===== src/rtl/hla_pkg.sv =====
`default_nettype none
package hla_pkg;

   // Accumulator geometry
   localparam int NUM_ANGLES     = 180;
   localparam int MAX_DIM        = 512;
   localparam int RHO_BINS       = 727;
   localparam int COUNT_BITS     = 16;
   localparam int TRIG_FRAC_BITS = 14;

   localparam int NUM_CELLS   = NUM_ANGLES * RHO_BINS;
   localparam int ADDR_W      = $clog2(NUM_CELLS);
   localparam int ANGLE_W     = 8;
   localparam int RHO_IDX_W   = 10;
   localparam int COORD_W     = 9;
   localparam int DIM_W       = 10;
   localparam int RHO_MAX_W   = 9;
   localparam int PIXEL_W     = 8;
   localparam int MODE_W      = 2;
   localparam int CSR_IDX_W   = 2;
   localparam int CSR_DATA_W  = 10;
   localparam int DELTA_W     = COORD_W + 1;
   localparam int QUARTER_N   = 91;
   localparam int QIDX_W      = 7;
   localparam int TRIG_W      = TRIG_FRAC_BITS + 1;
   localparam int COEF_W      = TRIG_W + 1;
   localparam int PROD_W      = DELTA_W + COEF_W;
   localparam int SUM_W       = PROD_W + 1;
   localparam int RHO_W       = SUM_W - TRIG_FRAC_BITS;
   localparam int QUEUE_DEPTH = 2;

   localparam logic [COUNT_BITS-1:0] COUNT_MAX  = {COUNT_BITS{1'b1}};
   localparam logic [PIXEL_W-1:0]    EDGE_PIXEL = 8'd255;

   // Request modes
   localparam logic [MODE_W-1:0] MODE_VOTE  = 2'd0;
   localparam logic [MODE_W-1:0] MODE_READ  = 2'd1;
   localparam logic [MODE_W-1:0] MODE_CLEAR = 2'd2;

   // Register indexes
   localparam logic [CSR_IDX_W-1:0] CSR_IMAGE_WIDTH  = 2'd0;
   localparam logic [CSR_IDX_W-1:0] CSR_IMAGE_HEIGHT = 2'd1;
   localparam logic [CSR_IDX_W-1:0] CSR_RHO_MAX      = 2'd2;

   localparam logic [DIM_W-1:0]     WIDTH_RESET   = 10'd512;
   localparam logic [DIM_W-1:0]     HEIGHT_RESET  = 10'd512;
   localparam logic [RHO_MAX_W-1:0] RHO_MAX_RESET = 9'd362;

   typedef enum logic [1:0] {
      OP_VOTE  = 2'd0,
      OP_READ  = 2'd1,
      OP_CLEAR = 2'd2
   } op_type;

   // Classified request passed from front to back
   typedef struct packed {
      op_type              op;
      logic [DELTA_W-1:0]  dx;
      logic [DELTA_W-1:0]  dy;
      logic [ADDR_W-1:0]   read_addr;
      logic                read_zero;
   } cmd_type;

   typedef logic [QUARTER_N-1:0][TRIG_W-1:0] sine_tab_type;

   localparam logic [63:0] PI_Q40 = 64'h3243F6A8886;

   // Q40 multiply with split operand, as the table generator does it
   function automatic logic [63:0] mul_q40(input logic [63:0] a, input logic [63:0] b);
      logic [63:0] lo;
      logic [63:0] hi;
      lo = b & 64'hFFFFF;
      hi = b >> 20;
      return (a * hi + ((a * lo) >> 20)) >> 20;
   endfunction

   // Quarter-wave sine table, evaluated at elaboration
   function automatic sine_tab_type build_sine_table();
      sine_tab_type tab;
      logic [63:0]  x;
      logic [63:0]  x2;
      logic [63:0]  term;
      logic [63:0]  sum;
      logic [63:0]  rnd;
      for (int k = 0; k < QUARTER_N; k++) begin
         x    = (PI_Q40 * 64'(k) + 64'd90) / 64'd180;
         x2   = mul_q40(x, x);
         term = x;
         sum  = x;
         for (int n = 1; n <= 8; n++) begin
            term = mul_q40(term, x2) / 64'((2 * n) * (2 * n + 1));
            if ((n % 2) == 1) begin
               sum = sum - term;
            end else begin
               sum = sum + term;
            end
         end
         rnd    = (sum + (64'd1 << (39 - TRIG_FRAC_BITS))) >> (40 - TRIG_FRAC_BITS);
         tab[k] = rnd[TRIG_W-1:0];
      end
      return tab;
   endfunction

   localparam sine_tab_type SINE_TABLE = build_sine_table();

endpackage
`default_nettype wire


===== src/rtl/hla_queue.sv =====
`default_nettype none
module hla_queue import hla_pkg::*; (
   input  wire logic    clock,
   input  wire logic    reset,
   input  wire logic    push,
   input  wire cmd_type push_cmd,
   output logic         full,
   input  wire logic    pop,
   output logic         valid,
   output cmd_type      pop_cmd
);

   localparam int PTR_W = $clog2(QUEUE_DEPTH);
   localparam int CNT_W = $clog2(QUEUE_DEPTH + 1);

   cmd_type             slot_ff [QUEUE_DEPTH];
   logic [PTR_W-1:0]    wr_ptr_ff;
   logic [PTR_W-1:0]    wr_ptr_in;
   logic [PTR_W-1:0]    rd_ptr_ff;
   logic [PTR_W-1:0]    rd_ptr_in;
   logic [CNT_W-1:0]    count_ff;
   logic [CNT_W-1:0]    count_in;

   assign full    = (count_ff == CNT_W'(QUEUE_DEPTH));
   assign valid   = (count_ff != '0);
   assign pop_cmd = slot_ff[rd_ptr_ff];

   // Advance pointers and occupancy
   always_comb begin
      wr_ptr_in = wr_ptr_ff;
      rd_ptr_in = rd_ptr_ff;
      count_in  = count_ff;
      if (push) begin
         wr_ptr_in = (wr_ptr_ff == PTR_W'(QUEUE_DEPTH - 1)) ? '0 : wr_ptr_ff + 1'b1;
      end
      if (pop) begin
         rd_ptr_in = (rd_ptr_ff == PTR_W'(QUEUE_DEPTH - 1)) ? '0 : rd_ptr_ff + 1'b1;
      end
      if (push && !pop) begin
         count_in = count_ff + 1'b1;
      end else if (pop && !push) begin
         count_in = count_ff - 1'b1;
      end
   end

   always_ff @(posedge clock) begin
      if (reset) begin
         wr_ptr_ff <= '0;
         rd_ptr_ff <= '0;
         count_ff  <= '0;
      end else begin
         wr_ptr_ff <= wr_ptr_in;
         rd_ptr_ff <= rd_ptr_in;
         count_ff  <= count_in;
      end
   end

   // Store pushed requests
   always_ff @(posedge clock) begin
      if (push) begin
         slot_ff[wr_ptr_ff] <= push_cmd;
      end
   end

   a_no_overflow: assert property (@(posedge clock) disable iff (reset)
      full |-> !push || pop)
      else $error("queue overflow");

   a_no_underflow: assert property (@(posedge clock) disable iff (reset)
      pop |-> valid)
      else $error("queue underflow");

   a_count_tracks: assert property (@(posedge clock) disable iff (reset)
      (push && !pop) |=> count_ff == $past(count_ff) + 1'b1)
      else $error("occupancy lost a push");

endmodule
`default_nettype wire


===== config.mk =====
export PLATFORM = sky130hd
export DESIGN_NAME = hla_queue
export DESIGN_NICKNAME = d
export VERILOG_FILES = /design/src/rtl/hla_pkg.sv /design/src/rtl/hla_queue.sv
export SDC_FILE = /design/constraint.sdc
export NUM_CORES = 1
export LEC_CHECK = 0
export ABC_AREA = 1
export BUFFER_PORTS_ARGS = -buffer_cell sky130_fd_sc_hd__buf_2
export CORE_ASPECT_RATIO = 1.75
export CORE_MARGIN = 2
export CORE_UTILIZATION = 38
export CTS_BUF_LIST = sky130_fd_sc_hd__clkbuf_16
export DETAILED_ROUTE_END_ITERATION = 10
export SLEW_MARGIN = 25
export SYNTH_ARGS = -nofsm -noshare
export SYNTH_HDL_FRONTEND = slang
export SYNTH_SLANG_ARGS = --single-unit
export TNS_END_PERCENT = 10

===== constraint.sdc =====
create_clock -name clock -period 6 [get_ports clock]
set_clock_uncertainty 0.05 [all_clocks]
set_input_delay 1.2 -clock clock [delete_from_list [all_inputs] [get_ports clock]]
set_output_delay 1.2 -clock clock [all_outputs]
set_load 0.02 [all_outputs]

==> reports/metrics.csv, run 1 <==
metric,value,unit
Post-CTS Setup Bufs,0,
library cells used by synthesis,14,
DR WL/cell,15.4,um
Nets,295,
Worst setup SP type,flip-flop,
critical path arrival,1910,ps
1st-iter DRT viols,99,
critical path class,reg -> out,
# resized after CTS,0,
Power Dens Cells,341,mW/mm^2
Peak Freq,0.317,GHz
die area,0.00899,mm^2
Overflow after GRT,0,
Routed met3 length,304,um
first-pass GRT wire length,7980,um
adder-cell share of the synthesized area,0.00400,
ys flop type,edfxtp_1,
Seq cells post-synth,85,
hold crit path type,reg -> reg,
synthesized area per cell,19.9,um^2
Cells after Synth,157,
Worst Setup End Kind,output pin,
placed cell areas,0.00363,mm^2
CTS root buffer,clkbuf_16,
boundary pin count,86,
CTS buffer count,9,
TritonCTS Sinks,85,
antenna-violating nets left,0,
Final Setup Violations,0,
synth cell count leaders,"edfxtp_1, mux2_2, inv_1",
worst ir drop on vdd,0.196,mV
CTS tree,built,
Clock Latency Late Sink,330,ps
Synth Area in XOR/XNOR,0.00280,
pin count of the biggest net entering global routing,42,
sequential share of power,0.530,
starting density of the core,0.392,
via count,1640,
Net Sw Frac,0.231,
syn nets,202,
Synth async-reset ratio,0,
H-tree levels,3,
core box area,0.00796,mm^2
main combinational cell family by area after synthesis,multiplexers,
die height,124,um
top-count cell post-synth,edfxtp_1,
Sum Neg Setup Slack,0,ps
"Seq/Total Area, Yosys",0.801,
Clock Pin Slew Worst Setup and Hold Paths,60,ps
minimum clock period,3160,ps
Ant. Diodes,0,
switching power,0.000306,W
"Cell Count, Final, Fillers Out",345,
run status,"complete, no violations",
Clock Path Buffers,2,
Post-synth EDFFs,80,
period utilisation layout,0.526,
final max-slew violation count,0,
row cnt,43,
Comb pwr share,0.110,
yosys warns,0,
P_leak,1.51,nW
WL met2,2940,um
DRT Pass-1 Iters,3,
Pint,0.00102,W
Rel. slew slack,0.344,
DR top layer,met4,
Max Cap Viol,0,
simple-gate area share of the yosys netlist,0.0196,
mux cell area share after synthesis,0.144,
post-synth top area cell,edfxtp_1,
hold buffer count at cts,0,
clock power share,0.360,
final hold vios,0,
Synth area leaders,"edfxtp_1, mux2_2, dfxtp_1, buf_6, inv_1",
routed wire length,5320,um
Yosys top cell area share,0.769,
Final Cell Area,0.00389,mm^2
RSZ-0062 raised after global routing,no,
placed wire-length estimate,3420,um
vias in the first global route,1674,
Required @ worst endpoint,4750,ps
# port buffers,85,
final core occ,0.489,
routed length on met1,1950,um
placed cell count,329,
Placer Congestion,0.677,
fraction of the mapped netlist area in compound gates,0.00320,
vias per inst,4.75,
Slew @ Worst Pin,983,ps
remaining routing DRC violations,0,
Tot GR Track Use,0.126,
antenna violations before repair,0,
Tot Pwr,0.00133,W
Post-Syn Area,0.00312,mm^2
Layout area overhead,24.5,%
chip width,72.5,um
Worst Path Max Fanout,40,
share of post-route cells with drive strength above 1,0.561,
[placed cells by master, fill, tap and decap left out, drive strengths merged]
cell type	instances
mux2	40
inv	9
clkinv	7
nand4	1
xnor2	1
dfxtp	5
nand3	1
clkbuf	9
edfxtp	80
nor2	6
o21ai	1
nor3	1
nand2	6
ha	1
buf	86
a21oi	1
[power by group through the flow]
stage                     clock network (W)  registers [W]  logic, W
after global routing               0.000516       0.000707  0.000159
after detailed placement                  0       0.000717  0.000149
final                              0.000478       0.000703  0.000146
after CTS                          0.000494       0.000704  0.000150
after floorplan                           0       0.000705  0.000105
after global placement                    0       0.000715  0.000148
[metal layers]
| metal | track usage | up-vias |
|---|---|---|
| met5 | 0 | - |
| met4 | 0.0729 | 0 |
| met3 | 0.0502 | 7 |
| met2 | 0.219 | 44 |
| met1 | 0.124 | 811 |
| li1 | - | 778 |
[sequential cells by signal (all words and copies together) (netlist names), named ones only]
signal	count
wr_ptr_ff	1
rd_ptr_ff	1
count_ff	2
slot_ff	80
[stage by stage]
stage               hold slack [ps]  setup WS [ps]
floorplan                       430           2590
global placement                457           3120
detailed placement              454           3140
CTS                             470           2770
global route                    501           2700
finish                          463           2840
[final timing paths]
kind / depth (start not counted) / slack (ps) / end / start
worst max-delay path: 2 / 2840 / pop_cmd[14] / flip-flop
worst max register to register: 2 / 4390 / slot_ff[0][34]$_DFFE_PP_ / wr_ptr_ff$_SDFFE_PP0P_
worst min register to register: 2 / 460 / rd_ptr_ff$_SDFFE_PP0P_ / rd_ptr_ff$_SDFFE_PP0P_
worst min-delay path: 2 / 460 / rd_ptr_ff$_SDFFE_PP0P_ / rd_ptr_ff$_SDFFE_PP0P_
[kinds of logic (layout without fill, tap and decap cells)]
group                    Yosys count  after routing
AND/OR/NAND/NOR                   15             15
adder cells (fa/ha/maj)            1              1
AO/OA/AOI/OAI                      2              2
multiplexers                      40             40
flip-flops                        85             85
buffers and inverters             13            111
XOR/XNOR                           1              1
[critical path, stage by stage (launching register included)]
cell and delay [ps]:
dfxtp_2 970, mux2_2 420, buf_2 160
[final cells by class]
class / count / area [um^2]
multi-input cells: 59 / 551
clock buffers: 9 / 225
inverters: 9 / 33.8
repair buffers: 86 / 433
clock inverters: 7 / 32.5
fillers: 700 / 4070
flip-flops and latches: 85 / 2500
well taps: 90 / 113
Note: power is estimated with default switching activity, not from simulation.
==> run 2, diff against run 1 <==
==> constraint.sdc (replaced) <==
create_clock -name clock -period 2.5 [get_ports clock]
set_clock_uncertainty 0.05 [all_clocks]
set_input_delay 0.5 -clock clock [delete_from_list [all_inputs] [get_ports clock]]
set_output_delay 0.5 -clock clock [all_outputs]
set_load 0.02 [all_outputs]
==> run 2 against run 1 <==
Via count up 0.85%. Critical path depth up 1. Combinational power rose to 2.6 times the previous value. Sequential power up 140%. Setup slack worse by 2400 ps. Largest power group unchanged.
==> reports/metrics.csv, run 2 (same netlist as run 1, synthesis figures left out) <==
metric,value,unit,change
DRT Pass-1 Iters,3,,unchanged
vias in the first global route,1832,,was 1674
row cnt,43,,unchanged
1st-iter DRT viols,97,,was 99
placed cell areas,0.00368,mm^2,was 0.00363 mm^2
share of post-route cells with drive strength above 1,0.547,,was 0.561
Post-CTS Setup Bufs,0,,unchanged
final hold vios,0,,unchanged
Nets,299,,was 295
worst ir drop on vdd,0.453,mV,was 0.196 mV
number of fill cells,700,,unchanged
most frequent cells in the layout,"buf_2, edfxtp_1, mux2_2",,unchanged
TritonCTS Sinks,85,,unchanged
antenna violations before repair,0,,unchanged
gr busiest metal,met2,,unchanged
Required @ worst endpoint,1950,ps,was 4750 ps
top flop regs,"slot_ff: 80 flops, count_ff: 2 flops",,unchanged
Power Dens Cells,806,mW/mm^2,was 341 mW/mm^2
Max Cap Viol,0,,unchanged
Sequential cell area,0.00250,mm^2,unchanged
boundary pin count,86,,unchanged
CTS tree,built,,unchanged
die area,0.00899,mm^2,unchanged
core box area,0.00796,mm^2,unchanged
pin count of the biggest net entering global routing,38,,was 42
area of the multi-input gates,551,um^2,unchanged
Worst Setup End Kind,output pin,,unchanged
placed wire-length estimate,3700,um,was 3420 um
Rel. slew slack,0.792,,was 0.344
# resized after CTS,0,,unchanged
Sum Neg Setup Slack,0,ps,unchanged
die height,124,um,unchanged
antenna-violating nets left,0,,unchanged
starting density of the core,0.392,,unchanged
chip width,72.5,um,unchanged
Worst Path Max Fanout,24,,was 40
met3 Use GR,0.0380,,was 0.0502
Layout area overhead,25.6,%,was 24.5%
Largest register FFs,80,,unchanged
hold crit path type,in -> reg,,was reg -> reg
Clock Latency Late Sink,330,ps,about the same
# port buffers,85,,unchanged
Clock Path Buffers,2,,unchanged
"commonest non-fill, non-tap cell in the layout",buf_2,,unchanged
CTS root buffer,clkbuf_16,,unchanged
critical path arrival,1500,ps,was 1910 ps
met2 Track Usage GR,0.236,,was 0.219
final max-slew violation count,0,,unchanged
Placer Congestion,0.674,,was 0.677
P_leak,1.53,nW,was 1.51 nW
Tot GR Track Use,0.130,,was 0.126
vias per inst,4.75,,about the same
Slew @ Worst Pin,312,ps,was 983 ps
Clock Pin Slew Worst Setup and Hold Paths,60,ps,about the same
RSZ-0062 raised after global routing,no,,unchanged
Peak Freq,0.488,GHz,
grt met1 use,0.117,,was 0.124
routed wire length,5480,um,was 5320 um
Overflow after GRT,0,,unchanged
minimum clock period,2050,ps,
Final Setup Violations,0,,unchanged
Final Cell Area,0.00392,mm^2,was 0.00389 mm^2
H-tree levels,3,,unchanged
Biggest register,slot_ff,,unchanged
critical path class,reg -> out,,unchanged
DR WL/cell,15.7,um,was 15.4 um
run status,"complete, no violations",,unchanged
Ant. Diodes,0,,unchanged
period utilisation layout,0.819,,
hold buffer count at cts,0,,unchanged
via count,1654,,was 1640
remaining routing DRC violations,0,,unchanged
Worst setup SP type,flip-flop,,unchanged
CTS buffer count,9,,unchanged
first-pass GRT wire length,8260,um,was 7980 um
[run 2: final cells by class]
type,instances,area share
clock buffer,9,0.0574
sequential,85,0.638
timing repair buffer,90,0.121
multi-input combinational,59,0.140
inverter,9,0.00861
tap,90,0.0287
clock inverter,6,0.00574
[run 2: where the power goes]
part | switching [W] | internal (W) | total (W)
clock | 0.000467 | 0.000644 | 0.00111
sequential | 0.0000186 | 0.00165 | 0.00166
combinational | 0.000228 | 0.000158 | 0.000386
total | 0.000714 | 0.00245 | 0.00316
[run 2: stage by stage]
stage          cells  power (W)  hold slack, ps   util  worst slack (ps)
4_1_cts          348    0.00321             293  0.493               402
2_1_floorplan    157    0.00194             430      -               475
6_report         348    0.00316             307  0.493               451
3_3_place_gp     333    0.00208             452  0.462               760
3_5_place_dp     333    0.00209             483  0.462               763
5_1_grt          348    0.00329             295  0.493               368
[run 2: path summary, 6_finish.rpt]
check,start,endpoint,slack (ps),cells after the start
worst max register to register,wr_ptr_ff$_SDFFE_PP0P_,slot_ff[1][29]$_DFFE_PP_,1250,3
worst max-delay path,flip-flop,pop_cmd[6],450,3
worst min register to register,count_ff[1]$_SDFFE_PP0P_,count_ff[1]$_SDFFE_PP0P_,490,3
worst min-delay path,push_cmd[8],slot_ff[0][8]$_DFFE_PP_,310,1
[run 2: critical path, cell delays in order (launching register included)]
cell and delay [ps]:
dfxtp_2 320, buf_4 290, mux2_2 380, buf_2 160
[run 2: layer usage]
| layer | routed length [um] | up-vias |
|---|---|---|
| met5 | 0 | - |
| met4 | 154 | 0 |
| met3 | 258 | 10 |
| met2 | 3120 | 48 |
| met1 | 1950 | 810 |
| li1 | - | 786 |
