**config.mk**
```make
export PLATFORM = sky130hd
export DESIGN_NAME = hla_front
export DESIGN_NICKNAME = d
export VERILOG_FILES = /design/src/rtl/hla_pkg.sv /design/src/rtl/hla_front.sv
export SDC_FILE = /design/constraint.sdc
export NUM_CORES = 1
export LEC_CHECK = 0
export BUFFER_PORTS_ARGS = -buffer_cell sky130_fd_sc_hd__clkbuf_2
export CAP_MARGIN = 20
export CORE_ASPECT_RATIO = 1.5
export CORE_MARGIN = 2
export CORE_UTILIZATION = 54
export DETAILED_ROUTE_END_ITERATION = 7
export PLACE_DENSITY = 0.85
export SLEW_MARGIN = 20
export SYNTH_ARGS = -nofsm -noshare
export SYNTH_HDL_FRONTEND = slang
export SYNTH_SLANG_ARGS = --single-unit
```
**constraint.sdc**
```tcl
create_clock -name vclk -period 7.8
set_clock_uncertainty 0.1 [all_clocks]
set_input_delay 1.56 -clock vclk [all_inputs]
set_output_delay 1.56 -clock vclk [all_outputs]
set_load 0.1 [all_outputs]
```
**src/rtl/hla_pkg.sv**
```systemverilog
`default_nettype none
package hla_pkg;

   // Accumulator geometry
   localparam int NUM_ANGLES     = 180;
   localparam int MAX_DIM        = 512;
   localparam int RHO_BINS       = 727;
   localparam int COUNT_BITS     = 16;
   localparam int TRIG_FRAC_BITS = 14;

   localparam int NUM_CELLS   = NUM_ANGLES * RHO_BINS;
   localparam int ADDR_W      = $clog2(NUM_CELLS);
   localparam int ANGLE_W     = 8;
   localparam int RHO_IDX_W   = 10;
   localparam int COORD_W     = 9;
   localparam int DIM_W       = 10;
   localparam int RHO_MAX_W   = 9;
   localparam int PIXEL_W     = 8;
   localparam int MODE_W      = 2;
   localparam int CSR_IDX_W   = 2;
   localparam int CSR_DATA_W  = 10;
   localparam int DELTA_W     = COORD_W + 1;
   localparam int QUARTER_N   = 91;
   localparam int QIDX_W      = 7;
   localparam int TRIG_W      = TRIG_FRAC_BITS + 1;
   localparam int COEF_W      = TRIG_W + 1;
   localparam int PROD_W      = DELTA_W + COEF_W;
   localparam int SUM_W       = PROD_W + 1;
   localparam int RHO_W       = SUM_W - TRIG_FRAC_BITS;
   localparam int QUEUE_DEPTH = 2;

   localparam logic [COUNT_BITS-1:0] COUNT_MAX  = {COUNT_BITS{1'b1}};
   localparam logic [PIXEL_W-1:0]    EDGE_PIXEL = 8'd255;

   // Request modes
   localparam logic [MODE_W-1:0] MODE_VOTE  = 2'd0;
   localparam logic [MODE_W-1:0] MODE_READ  = 2'd1;
   localparam logic [MODE_W-1:0] MODE_CLEAR = 2'd2;

   // Register indexes
   localparam logic [CSR_IDX_W-1:0] CSR_IMAGE_WIDTH  = 2'd0;
   localparam logic [CSR_IDX_W-1:0] CSR_IMAGE_HEIGHT = 2'd1;
   localparam logic [CSR_IDX_W-1:0] CSR_RHO_MAX      = 2'd2;

   localparam logic [DIM_W-1:0]     WIDTH_RESET   = 10'd512;
   localparam logic [DIM_W-1:0]     HEIGHT_RESET  = 10'd512;
   localparam logic [RHO_MAX_W-1:0] RHO_MAX_RESET = 9'd362;

   typedef enum logic [1:0] {
      OP_VOTE  = 2'd0,
      OP_READ  = 2'd1,
      OP_CLEAR = 2'd2
   } op_type;

   // Classified request passed from front to back
   typedef struct packed {
      op_type              op;
      logic [DELTA_W-1:0]  dx;
      logic [DELTA_W-1:0]  dy;
      logic [ADDR_W-1:0]   read_addr;
      logic                read_zero;
   } cmd_type;

   typedef logic [QUARTER_N-1:0][TRIG_W-1:0] sine_tab_type;

   localparam logic [63:0] PI_Q40 = 64'h3243F6A8886;

   // Q40 multiply with split operand, as the table generator does it
   function automatic logic [63:0] mul_q40(input logic [63:0] a, input logic [63:0] b);
      logic [63:0] lo;
      logic [63:0] hi;
      lo = b & 64'hFFFFF;
      hi = b >> 20;
      return (a * hi + ((a * lo) >> 20)) >> 20;
   endfunction

   // Quarter-wave sine table, evaluated at elaboration
   function automatic sine_tab_type build_sine_table();
      sine_tab_type tab;
      logic [63:0]  x;
      logic [63:0]  x2;
      logic [63:0]  term;
      logic [63:0]  sum;
      logic [63:0]  rnd;
      for (int k = 0; k < QUARTER_N; k++) begin
         x    = (PI_Q40 * 64'(k) + 64'd90) / 64'd180;
         x2   = mul_q40(x, x);
         term = x;
         sum  = x;
         for (int n = 1; n <= 8; n++) begin
            term = mul_q40(term, x2) / 64'((2 * n) * (2 * n + 1));
            if ((n % 2) == 1) begin
               sum = sum - term;
            end else begin
               sum = sum + term;
            end
         end
         rnd    = (sum + (64'd1 << (39 - TRIG_FRAC_BITS))) >> (40 - TRIG_FRAC_BITS);
         tab[k] = rnd[TRIG_W-1:0];
      end
      return tab;
   endfunction

   localparam sine_tab_type SINE_TABLE = build_sine_table();

endpackage
`default_nettype wire

```
**src/rtl/hla_front.sv**
```systemverilog
`default_nettype none
module hla_front import hla_pkg::*; (
   input  wire logic                  clock,
   input  wire logic                  reset,
   input  wire logic                  req_valid,
   output logic                       req_ready,
   input  wire logic [MODE_W-1:0]     req_mode,
   input  wire logic [COORD_W-1:0]    req_x_coord,
   input  wire logic [COORD_W-1:0]    req_y_coord,
   input  wire logic [PIXEL_W-1:0]    req_pixel_value,
   input  wire logic [ANGLE_W-1:0]    req_angle_index,
   input  wire logic [RHO_IDX_W-1:0]  req_rho_index,
   input  wire logic [DIM_W-1:0]      image_width,
   input  wire logic [DIM_W-1:0]      image_height,
   input  wire logic                  init_done,
   input  wire logic                  q_full,
   output logic                       q_push,
   output cmd_type                    q_cmd
);

   logic [DIM_W-1:0]   w_cap;
   logic [DIM_W-1:0]   h_cap;
   logic [DIM_W-1:0]   w_half;
   logic [DIM_W-1:0]   h_half;
   logic               in_image;
   logic               keep;
   logic [ADDR_W-1:0]  row_addr;

   // Hold off requests until the reset clearing pass is over and while the queue is full
   assign req_ready = init_done && !q_full;

   // Cap the image size and center the pixel
   always_comb begin
      w_cap    = (image_width  > DIM_W'(MAX_DIM)) ? DIM_W'(MAX_DIM) : image_width;
      h_cap    = (image_height > DIM_W'(MAX_DIM)) ? DIM_W'(MAX_DIM) : image_height;
      w_half   = w_cap >> 1;
      h_half   = h_cap >> 1;
      in_image = ({1'b0, req_x_coord} < w_cap) && ({1'b0, req_y_coord} < h_cap);
      row_addr = ADDR_W'(req_angle_index) * ADDR_W'(RHO_BINS);
   end

   // Classify the request; drop those with no effect
   always_comb begin
      q_cmd.op        = OP_VOTE;
      q_cmd.dx        = {1'b0, req_x_coord} - w_half;
      q_cmd.dy        = {1'b0, req_y_coord} - h_half;
      q_cmd.read_addr = row_addr + ADDR_W'(req_rho_index);
      q_cmd.read_zero = (req_angle_index >= ANGLE_W'(NUM_ANGLES)) ||
                        (req_rho_index >= RHO_IDX_W'(RHO_BINS));
      keep            = 1'b0;
      case (req_mode)
         MODE_VOTE: begin
            q_cmd.op = OP_VOTE;
            keep     = (req_pixel_value == EDGE_PIXEL) && in_image;
         end
         MODE_READ: begin
            q_cmd.op = OP_READ;
            keep     = 1'b1;
         end
         MODE_CLEAR: begin
            q_cmd.op = OP_CLEAR;
            keep     = 1'b1;
         end
         default: begin
            keep = 1'b0;
         end
      endcase
      q_push = req_valid && req_ready && keep;
   end

   // No request may enter before the clearing pass ends
   a_no_accept_during_init: assert property (@(posedge clock) disable iff (reset)
      !init_done |-> !q_push)
      else $error("request taken during clearing pass");

   a_push_needs_room: assert property (@(posedge clock) disable iff (reset)
      q_push |-> !q_full && req_valid)
      else $error("push into full queue");

   a_vote_in_image: assert property (@(posedge clock) disable iff (reset)
      (q_push && q_cmd.op == OP_VOTE) |-> in_image && req_pixel_value == EDGE_PIXEL)
      else $error("vote outside image queued");

endmodule
`default_nettype wire

```
==> results of run 1 <==
-- layer usage --
metal / share of wire / routed length, um / vias up
li1: - / - / 1616
met3: 0.032 / 256 / 16
met1: 0.38 / 2970 / 1533
met2: 0.57 / 4530 / 75
met4: 0.017 / 136 / 0
met5: 0 / 0 / -
-- synth_stat cells (2+ instances only) --
library cell / n / area share
inv_1: 99 / 0.11
ha_1: 89 / 0.33
fa_1: 36 / 0.21
nand2_1: 27 / 0.030
nor2_1: 22 / 0.024
xnor2_1: 21 / 0.054
o21ai_0: 20 / 0.030
a21oi_1: 19 / 0.028
nor2b_1: 12 / 0.022
a21o_1: 7 / 0.016
nand2b_1: 6 / 0.011
nor3_1: 5 / 0.0074
o41ai_1: 5 / 0.013
xor2_1: 5 / 0.013
nand3_1: 4 / 0.0059
a31o_2: 3 / 0.0078
nand4_1: 3 / 0.0055
nor4_1: 3 / 0.0055
o211ai_1: 3 / 0.0066
a211oi_1: 2 / 0.0044
o21a_1: 2 / 0.0044
o21ai_1: 2 / 0.0030
o311a_1: 2 / 0.0059
o31ai_1: 2 / 0.0044
-- final timing paths --
check                          start        end  slack (ns)
setup / recovery  req_angle_index[5]  q_cmd[14]        0.38
hold / removal                q_full  req_ready        3.51
-- cell usage in the layout, fill, tap and decap left out, types with 6 or more instances in the layout --
master / count
a21oi_1: 19
ha_1: 89
inv_1: 99
fa_1: 36
o21ai_0: 20
a21o_1: 7
nand2_1: 27
nor2b_1: 12
xnor2_1: 19
nor2_1: 22
nand2b_1: 6
clkbuf_2: 110
-- kinds of logic (layout without fill, tap and decap cells) --
| group | Yosys count | count (layout) | share of synthesized area |
|---|---|---|---|
| adders and majority gates | 125 | 125 | 0.541 |
| AOI/OAI and AO/OA | 79 | 79 | 0.157 |
| and+or+nand+nor | 86 | 86 | 0.121 |
| xor gates and xnor gates | 26 | 26 | 0.0672 |
| buffers and inverters | 102 | 212 | 0.113 |
-- metrics by stage --
| step | area, um^2 | worst slack (ns) | std cells | hold WS [ns] | util |
|---|---|---|---|---|---|
| after global placement | 4050 | 0.427 | 602 | 3.50 | 0.665 |
| after global routing | 4050 | 0.103 | 602 | 3.53 | 0.665 |
| final | 4050 | 0.380 | 602 | 3.51 | 0.665 |
| after floorplan | 3400 | 0.00630 | 418 | 3.35 | - |
| after CTS | 4050 | 0.350 | 602 | 3.51 | 0.665 |
| after detailed placement | 4050 | 0.380 | 602 | 3.51 | 0.665 |
-- worst min-delay path, cell delays in order --
cell and delay (ns):
clkbuf_2 0.08, nor2b_1 0.04, clkbuf_2 0.36
-- layout make-up --
cell class / count / area, um^2 / area share
inverters: 101 / 379 / 0.0936
multi-input cells: 316 / 3020 / 0.746
well taps: 74 / 92.6 / 0.0229
repair buffers: 111 / 558 / 0.138
==> run metrics, run 1 <==
Min-Delay Path Class=input pin to primary output; WL per Instance=13.1 um; Initial Utilization=0.557; Die Y-Extent=101 um; RSZ-0062 raised after global routing=no; number of global-route vias before repair=3271; met1 Use GR=0.264; Initial DRC Count=86; # IOs=113; M3 GR Usage=0.00782; overall routing resource usage=0.233; largest net degree at the start of global routing=11; clock period minus worst slack=~7.4 ns; f_max=~130 MHz; DRC violations left=0; endpoints failing setup=0; Ys Warns=0; Pins Over Slew Limit=0; Core ar.=6090 um^2; slowest cell on the critical path=fa_1; diode count=0; Slew @ Worst Pin=0.573 ns; Syn Area/Cell=just over 8 um^2; CP top delay family=adder cells; CP endpoint kind=primary output; GRT Residual Overflow=0; area grow syn2layout=19.5%; total wire length=7890 um; Die Width=68.7 um; WP depth=16; syn_nets=614; post-detail-place hpwl=between 7000 and 8000 um; Post-Syn Area=3390 um^2; Final TNS setup=0 ns; met2 Use GR=0.467; hold_buf cts=0; Crit Path Max Fanout=5; crit path DAT=approximately 5.8 ns; Slew HR=0.620; final-layout clock buffer total=0; period utilization=0.951; routed via count=3240; share of cells above drive strength 1=0.227; gr busiest metal=met2; NumNets Final=726; Sequential cell area=0 um^2; DR pass1 iterations=5; Vias/cell=5.38; max-cap violations=0; Rows=35; Distinct cells, synth=43; DIE AREA=roughly 7000 um^2; initial antenna violation count=0; status=completed; sequential cell count=0; Worst Hold Path Cells=3; crit path kind=input pin to primary output; CP startpoint kind=input pin; IO buf count=111; CP max stage delay=roughly 0.54 ns; Final Wtd Congestion=0.939; post-synthesis sequential area ratio=0; cells after synthesis=418; CP bufs+invs=6; CP Cell Sequence=clkbuf_2 -> fa_1 -> inv_1 -> fa_1 -> inv_1 -> fa_1 -> inv_1 -> fa_1 -> inv_1 -> ha_1 -> o211ai_1 -> a211oi_1 -> o21ai_0 -> nand2b_1 -> xor2_1 -> clkbuf_2; Post-DRT Antenna Nets=0; post-CTS sizing=0; first-pass GRT wire length=13000 um; Final Hold Viols=0; Post-CTS Setup Inserts=0; number of fill cells=between 500 and 600; CP Data Required Time=6.14 ns
Power of run 1 is left out: the tool's default activity adds up to more than one toggle a clock period on the data nets, which glitch-free logic cannot reach.
==> run 2: changes to the inputs <==
--- a/config.mk
+++ b/config.mk
@@ -7,11 +7,11 @@
 export LEC_CHECK = 0
 export BUFFER_PORTS_ARGS = -buffer_cell sky130_fd_sc_hd__clkbuf_2
 export CAP_MARGIN = 20
-export CORE_ASPECT_RATIO = 1.5
 export CORE_MARGIN = 2
 export CORE_UTILIZATION = 54
 export DETAILED_ROUTE_END_ITERATION = 7
 export PLACE_DENSITY = 0.85
+export SETUP_SLACK_MARGIN = 0.5
 export SLEW_MARGIN = 20
 export SYNTH_ARGS = -nofsm -noshare
 export SYNTH_HDL_FRONTEND = slang
==> run 2 against run 1 <==
  * Utilization up 3.5 points
  * Die area is 0.19% lower
  * Count of clock-buffer cells in the layout did not move
  * Fmax grew 4.3%
  * Hold slack got worse by 0.0059 ns
  * Final area increased by 3.6%
  * Largest cell class unchanged
  * Setup slack improved by 0.30 ns
  * Global-route usage shrank 0.76 points
==> run metrics, run 2 (synthesis gave the netlist of run 1 again) <==
status=completed; max-cap violations=0 (unchanged); worst setup path start=req_angle_index[7]; Initial Utilization=0.566 (+0.00895); DIE AREA=6930 um^2 (-0.19%); Die Y-Extent=83.2 um (-18%); CP endpoint kind=primary output; crit path kind=input pin to primary output; routed via count=3200 (-1.2%); Final Wtd Congestion=0.906 (-3.5%); Final Hold Viols=0 (unchanged); total wire length=7760 um (-1.7%); crit path DAT=5.46 ns (-0.30 ns); area grow syn2layout=23.8%; Vias/cell=5.29 (-1.7%); Rows=28 (-20%); met3 wire len=278 um (+8.6%); post-detail-place hpwl=7090 um (-4.1%); f_max=141 MHz (+4.3%); number of global-route vias before repair=3212 (-1.8%); commonest non-fill, non-tap cell in the layout=clkbuf_2; Die Width=83.2 um (+21%); Critical Path Sink=q_cmd[16]; sequential cell count=0 (unchanged); DR top layer=met4; commonest cells after routing, fill and taps aside=clkbuf_2, inv_1, ha_1; first-pass GRT wire length=13500 um (+4.0%); period utilization=0.912 (-0.0390); Crit Path Max Fanout=5 (unchanged); Slew HR=0.629 (+0.00948); WL per Instance=12.8 um (-2.1%); Sequential cell area=0 um^2 (unchanged); clock period minus worst slack=7.12 ns (-0.305 ns); GRT Residual Overflow=0 (unchanged); Final TNS setup=0 ns (unchanged); Initial DRC Count=114 (+33%); NumNets Final=728 (+0.28%); share of cells above drive strength 1=0.257 (+0.0293); CP Data Required Time=6.14 ns (about the same); Min-Delay Path Class=input pin to primary output; Slew @ Worst Pin=0.558 ns (-0.0143 ns); CP startpoint kind=input pin; met1 wire length=3340 um (+12%); RSZ-0062 raised after global routing=yes; largest net degree at the start of global routing=11 (unchanged); overall routing resource usage=0.225 (-0.00762); routed wl met2=4090 um (-9.7%); Pins Over Slew Limit=0 (unchanged); Core ar.=5990 um^2 (-1.6%); DR pass1 iterations=4 (-1); endpoints failing setup=0 (unchanged); final-layout clock buffer total=0 (unchanged); IO buf count=111 (unchanged); Post-DRT Antenna Nets=0 (unchanged); diode count=0 (unchanged); initial antenna violation count=0 (unchanged); # IOs=113 (unchanged); DRC violations left=0 (unchanged)
[run 2: timing repair]
action                     in CTS  in global routing
resized for setup               5                 17
pin swaps                       0                  7
hold buffers                    0                  0
setup buffers                   0                  2
setup endpoints to repair       5                  7
[run 2: per-layer routing]
layer | vias to the layer above | track usage
met5 | - | 0
met2 | 67 | 0.430
met4 | 0 | 0.0179
met1 | 1504 | 0.291
li1 | 1625 | -
met3 | 4 | 0.00895
[run 2: critical path, stage by stage]
cell and delay, ns:
buf_4 0.14, fa_1 0.52, inv_1 0.05, fa_1 0.49, inv_1 0.06, fa_1 0.52, inv_2 0.04, fa_1 0.52
inv_1 0.06, ha_4 0.28, o211ai_1 0.13, a211oi_2 0.29, nor2_1 0.10, a21oi_2 0.25, xor2_4 0.15, buf_4 0.30
[run 2: final cells by class]
cell class / count / area, um^2
Tap cell: 75 / 93.8
Fill cell: 488 / 1790
Inverter: 101 / 383
Timing Repair Buffer: 113 / 599
Multi-Input combinational cell: 316 / 3120
[run 2: how the worst min path moves through the flow]
stage	to	slack (ns)	depth (start not counted)	startpoint
finish	req_ready	3.50	3	q_full
global route	req_ready	3.51	3	q_full
global placement	req_ready	3.51	3	q_full
CTS	req_ready	3.50	3	q_full
detailed placement	req_ready	3.50	3	q_full
floorplan	req_ready	3.35	1	q_full
[run 2: metrics by stage]
| stage | cell area [um^2] | hold slack (ns) | setup slack (ns) | util | cells |
|---|---|---|---|---|---|
| 2_1_floorplan | 3460 | 3.35 | 0.364 | - | 418 |
| 5_1_grt | 4200 | 3.51 | 0.453 | 0.701 | 605 |
| 4_1_cts | 4130 | 3.50 | 0.457 | 0.689 | 603 |
| 3_5_place_dp | 4110 | 3.50 | 0.394 | 0.687 | 603 |
| 6_report | 4200 | 3.50 | 0.684 | 0.701 | 605 |
| 3_3_place_gp | 4110 | 3.51 | 0.405 | 0.687 | 603 |
Power of run 2 is left out for the same reason.
==> run 3: changes to the inputs <==
--- a/config.mk
+++ b/config.mk
@@ -8,9 +8,9 @@
 export BUFFER_PORTS_ARGS = -buffer_cell sky130_fd_sc_hd__clkbuf_2
 export CAP_MARGIN = 20
 export CORE_MARGIN = 2
-export CORE_UTILIZATION = 54
+export CORE_UTILIZATION = 57
 export DETAILED_ROUTE_END_ITERATION = 7
-export PLACE_DENSITY = 0.85
+export PLACE_DENSITY = 0.89
 export SETUP_SLACK_MARGIN = 0.5
 export SLEW_MARGIN = 20
 export SYNTH_ARGS = -nofsm -noshare
==> constraint.sdc (replaced) <==
create_clock -name vclk -period 8.7
set_clock_uncertainty 0.1 [all_clocks]
set_input_delay 1.74 -clock vclk [all_inputs]
set_output_delay 1.74 -clock vclk [all_outputs]
set_load 0.1 [all_outputs]
==> run 3 against run 2 <==
  * First-iteration DRC count fell by 20%
  * Hold slack gained 0.36 ns
  * Sequential share of layout area is the same
  * Critical path depth unchanged
  * Largest cell class unchanged
==> run metrics, run 3 (synthesis gave the netlist of run 1 again) <==
status=completed; clock period minus worst slack=7.84 ns; area grow syn2layout=19.5%; total wire length=8120 um (+4.6%); Core ar.=5820 um^2 (-2.9%); crit path DAT=6.00 ns (+0.54 ns); Initial DRC Count=91 (-20%); f_max=~130 MHz; Final TNS setup=0 ns (unchanged); number of global-route vias before repair=3197 (-0.47%); CP Data Required Time=6.86 ns (+0.72 ns); Die Width=81.1 um (-2.5%); post-detail-place hpwl=7530 um (+6.2%); hold_buf cts=0 (unchanged); crit path kind=input pin to primary output; IO buf count=111 (unchanged); Min-Delay Path Class=input pin to primary output; largest net degree at the start of global routing=11 (unchanged); sequential cell count=0 (unchanged); initial antenna violation count=0 (unchanged); diode count=0 (unchanged); RSZ-0062 raised after global routing=no; fin util=0.696 (-0.00450); Final Hold Viols=0 (unchanged); Crit Path Max Fanout=5 (unchanged); first-pass GRT wire length=13500 um (unchanged); CP startpoint kind=input pin; DR pass1 iterations=4 (unchanged); Final Wtd Congestion=0.869 (-4.1%); CP Cell Sequence=clkbuf_2 -> fa_1 -> inv_1 -> fa_1 -> inv_1 -> fa_1 -> inv_1 -> fa_1 -> inv_1 -> ha_1 -> a21oi_1 -> o211ai_2 -> a41oi_2 -> o21ai_1 -> xnor2_2 -> clkbuf_2; Vias/cell=5.29 (about the same); slowest cell on the critical path=fa_1; Initial Utilization=0.583 (+0.0170); NumNets Final=726 (-0.27%); max-cap violations=0 (unchanged); DIE AREA=6580 um^2 (-5.0%); CP bufs+invs=6 (unchanged); CP endpoint kind=primary output; number of fill cells=497 (+1.8%); endpoints failing setup=0 (unchanged); Slew HR=0.627 (-0.00263); DRC violations left=0 (unchanged); Post-Place Setup Slack=0.852 ns (+0.458 ns); routed via count=3187 (-0.41%); share of cells above drive strength 1=0.227 (-0.0293); Rows=28 (unchanged); Slew @ Worst Pin=0.562 ns (+0.00396 ns); commonest cells after routing, fill and taps aside=clkbuf_2, inv_1, ha_1; WL per Instance=13.5 um (+5.0%); overall routing resource usage=0.254 (+0.0288); final-layout clock buffer total=0 (unchanged); Die Y-Extent=81.1 um (-2.5%); Sequential cell area=0 um^2 (unchanged); # IOs=113 (unchanged); Pins Over Slew Limit=0 (unchanged); CP max stage delay=0.55 ns (+0.03 ns); Post-CTS Setup Inserts=0 (unchanged); GRT Residual Overflow=0 (unchanged); post-route setup slack=0.861 ns (+0.177 ns); period utilization=0.901; CP top delay family=adder cells; Post-DRT Antenna Nets=0 (unchanged); post-CTS sizing=0 (-5); commonest non-fill, non-tap cell in the layout=clkbuf_2
==> run 3: changes by cell type in the layout (fill, tap and decap cells not counted), moves of 3 or more <==
cell      previous run  this run
xor2_2               3         0
clkbuf_2           102       111
buf_4                5         0
xor2_1               1         5
==> run 3: area by class of cell <==
type,instances,area (um^2),area share
Inverter,101,379,0.0936
Timing Repair Buffer,111,556,0.137
Multi-Input combinational cell,316,3020,0.746
Tap cell,75,93.8,0.0232
==> run 3: path summary, 6_finish.rpt <==
kind,startpoint,to,cells after the start
max,req_angle_index[5],q_cmd[15],16
min,q_full,req_ready,3
==> run 3: through the flow <==
step	cells	hold WS [ns]	cell area, um^2
final	603	3.86	4050
after global routing	603	3.88	4050
after CTS	603	3.87	4050
after detailed placement	603	3.87	4050
after global placement	603	3.85	4050
after floorplan	418	3.71	3400
==> run 3: worst min-delay path: stages <==
cell      delay (ns)
clkbuf_2        0.08
nor2b_1         0.04
clkbuf_2        0.36
==> run 3: per-layer routing <==
layer | global-route usage | part of all wire | wire (um) | vias up
met3 | 0.0111 | 0.033 | 269 | 10
li1 | - | - | - | 1612
met1 | 0.329 | 0.43 | 3490 | 1501
met5 | 0 | 0 | 0 | -
met2 | 0.475 | 0.53 | 4280 | 64
met4 | 0.0373 | 0.010 | 85 | 0
Power of run 3 is left out for the same reason.
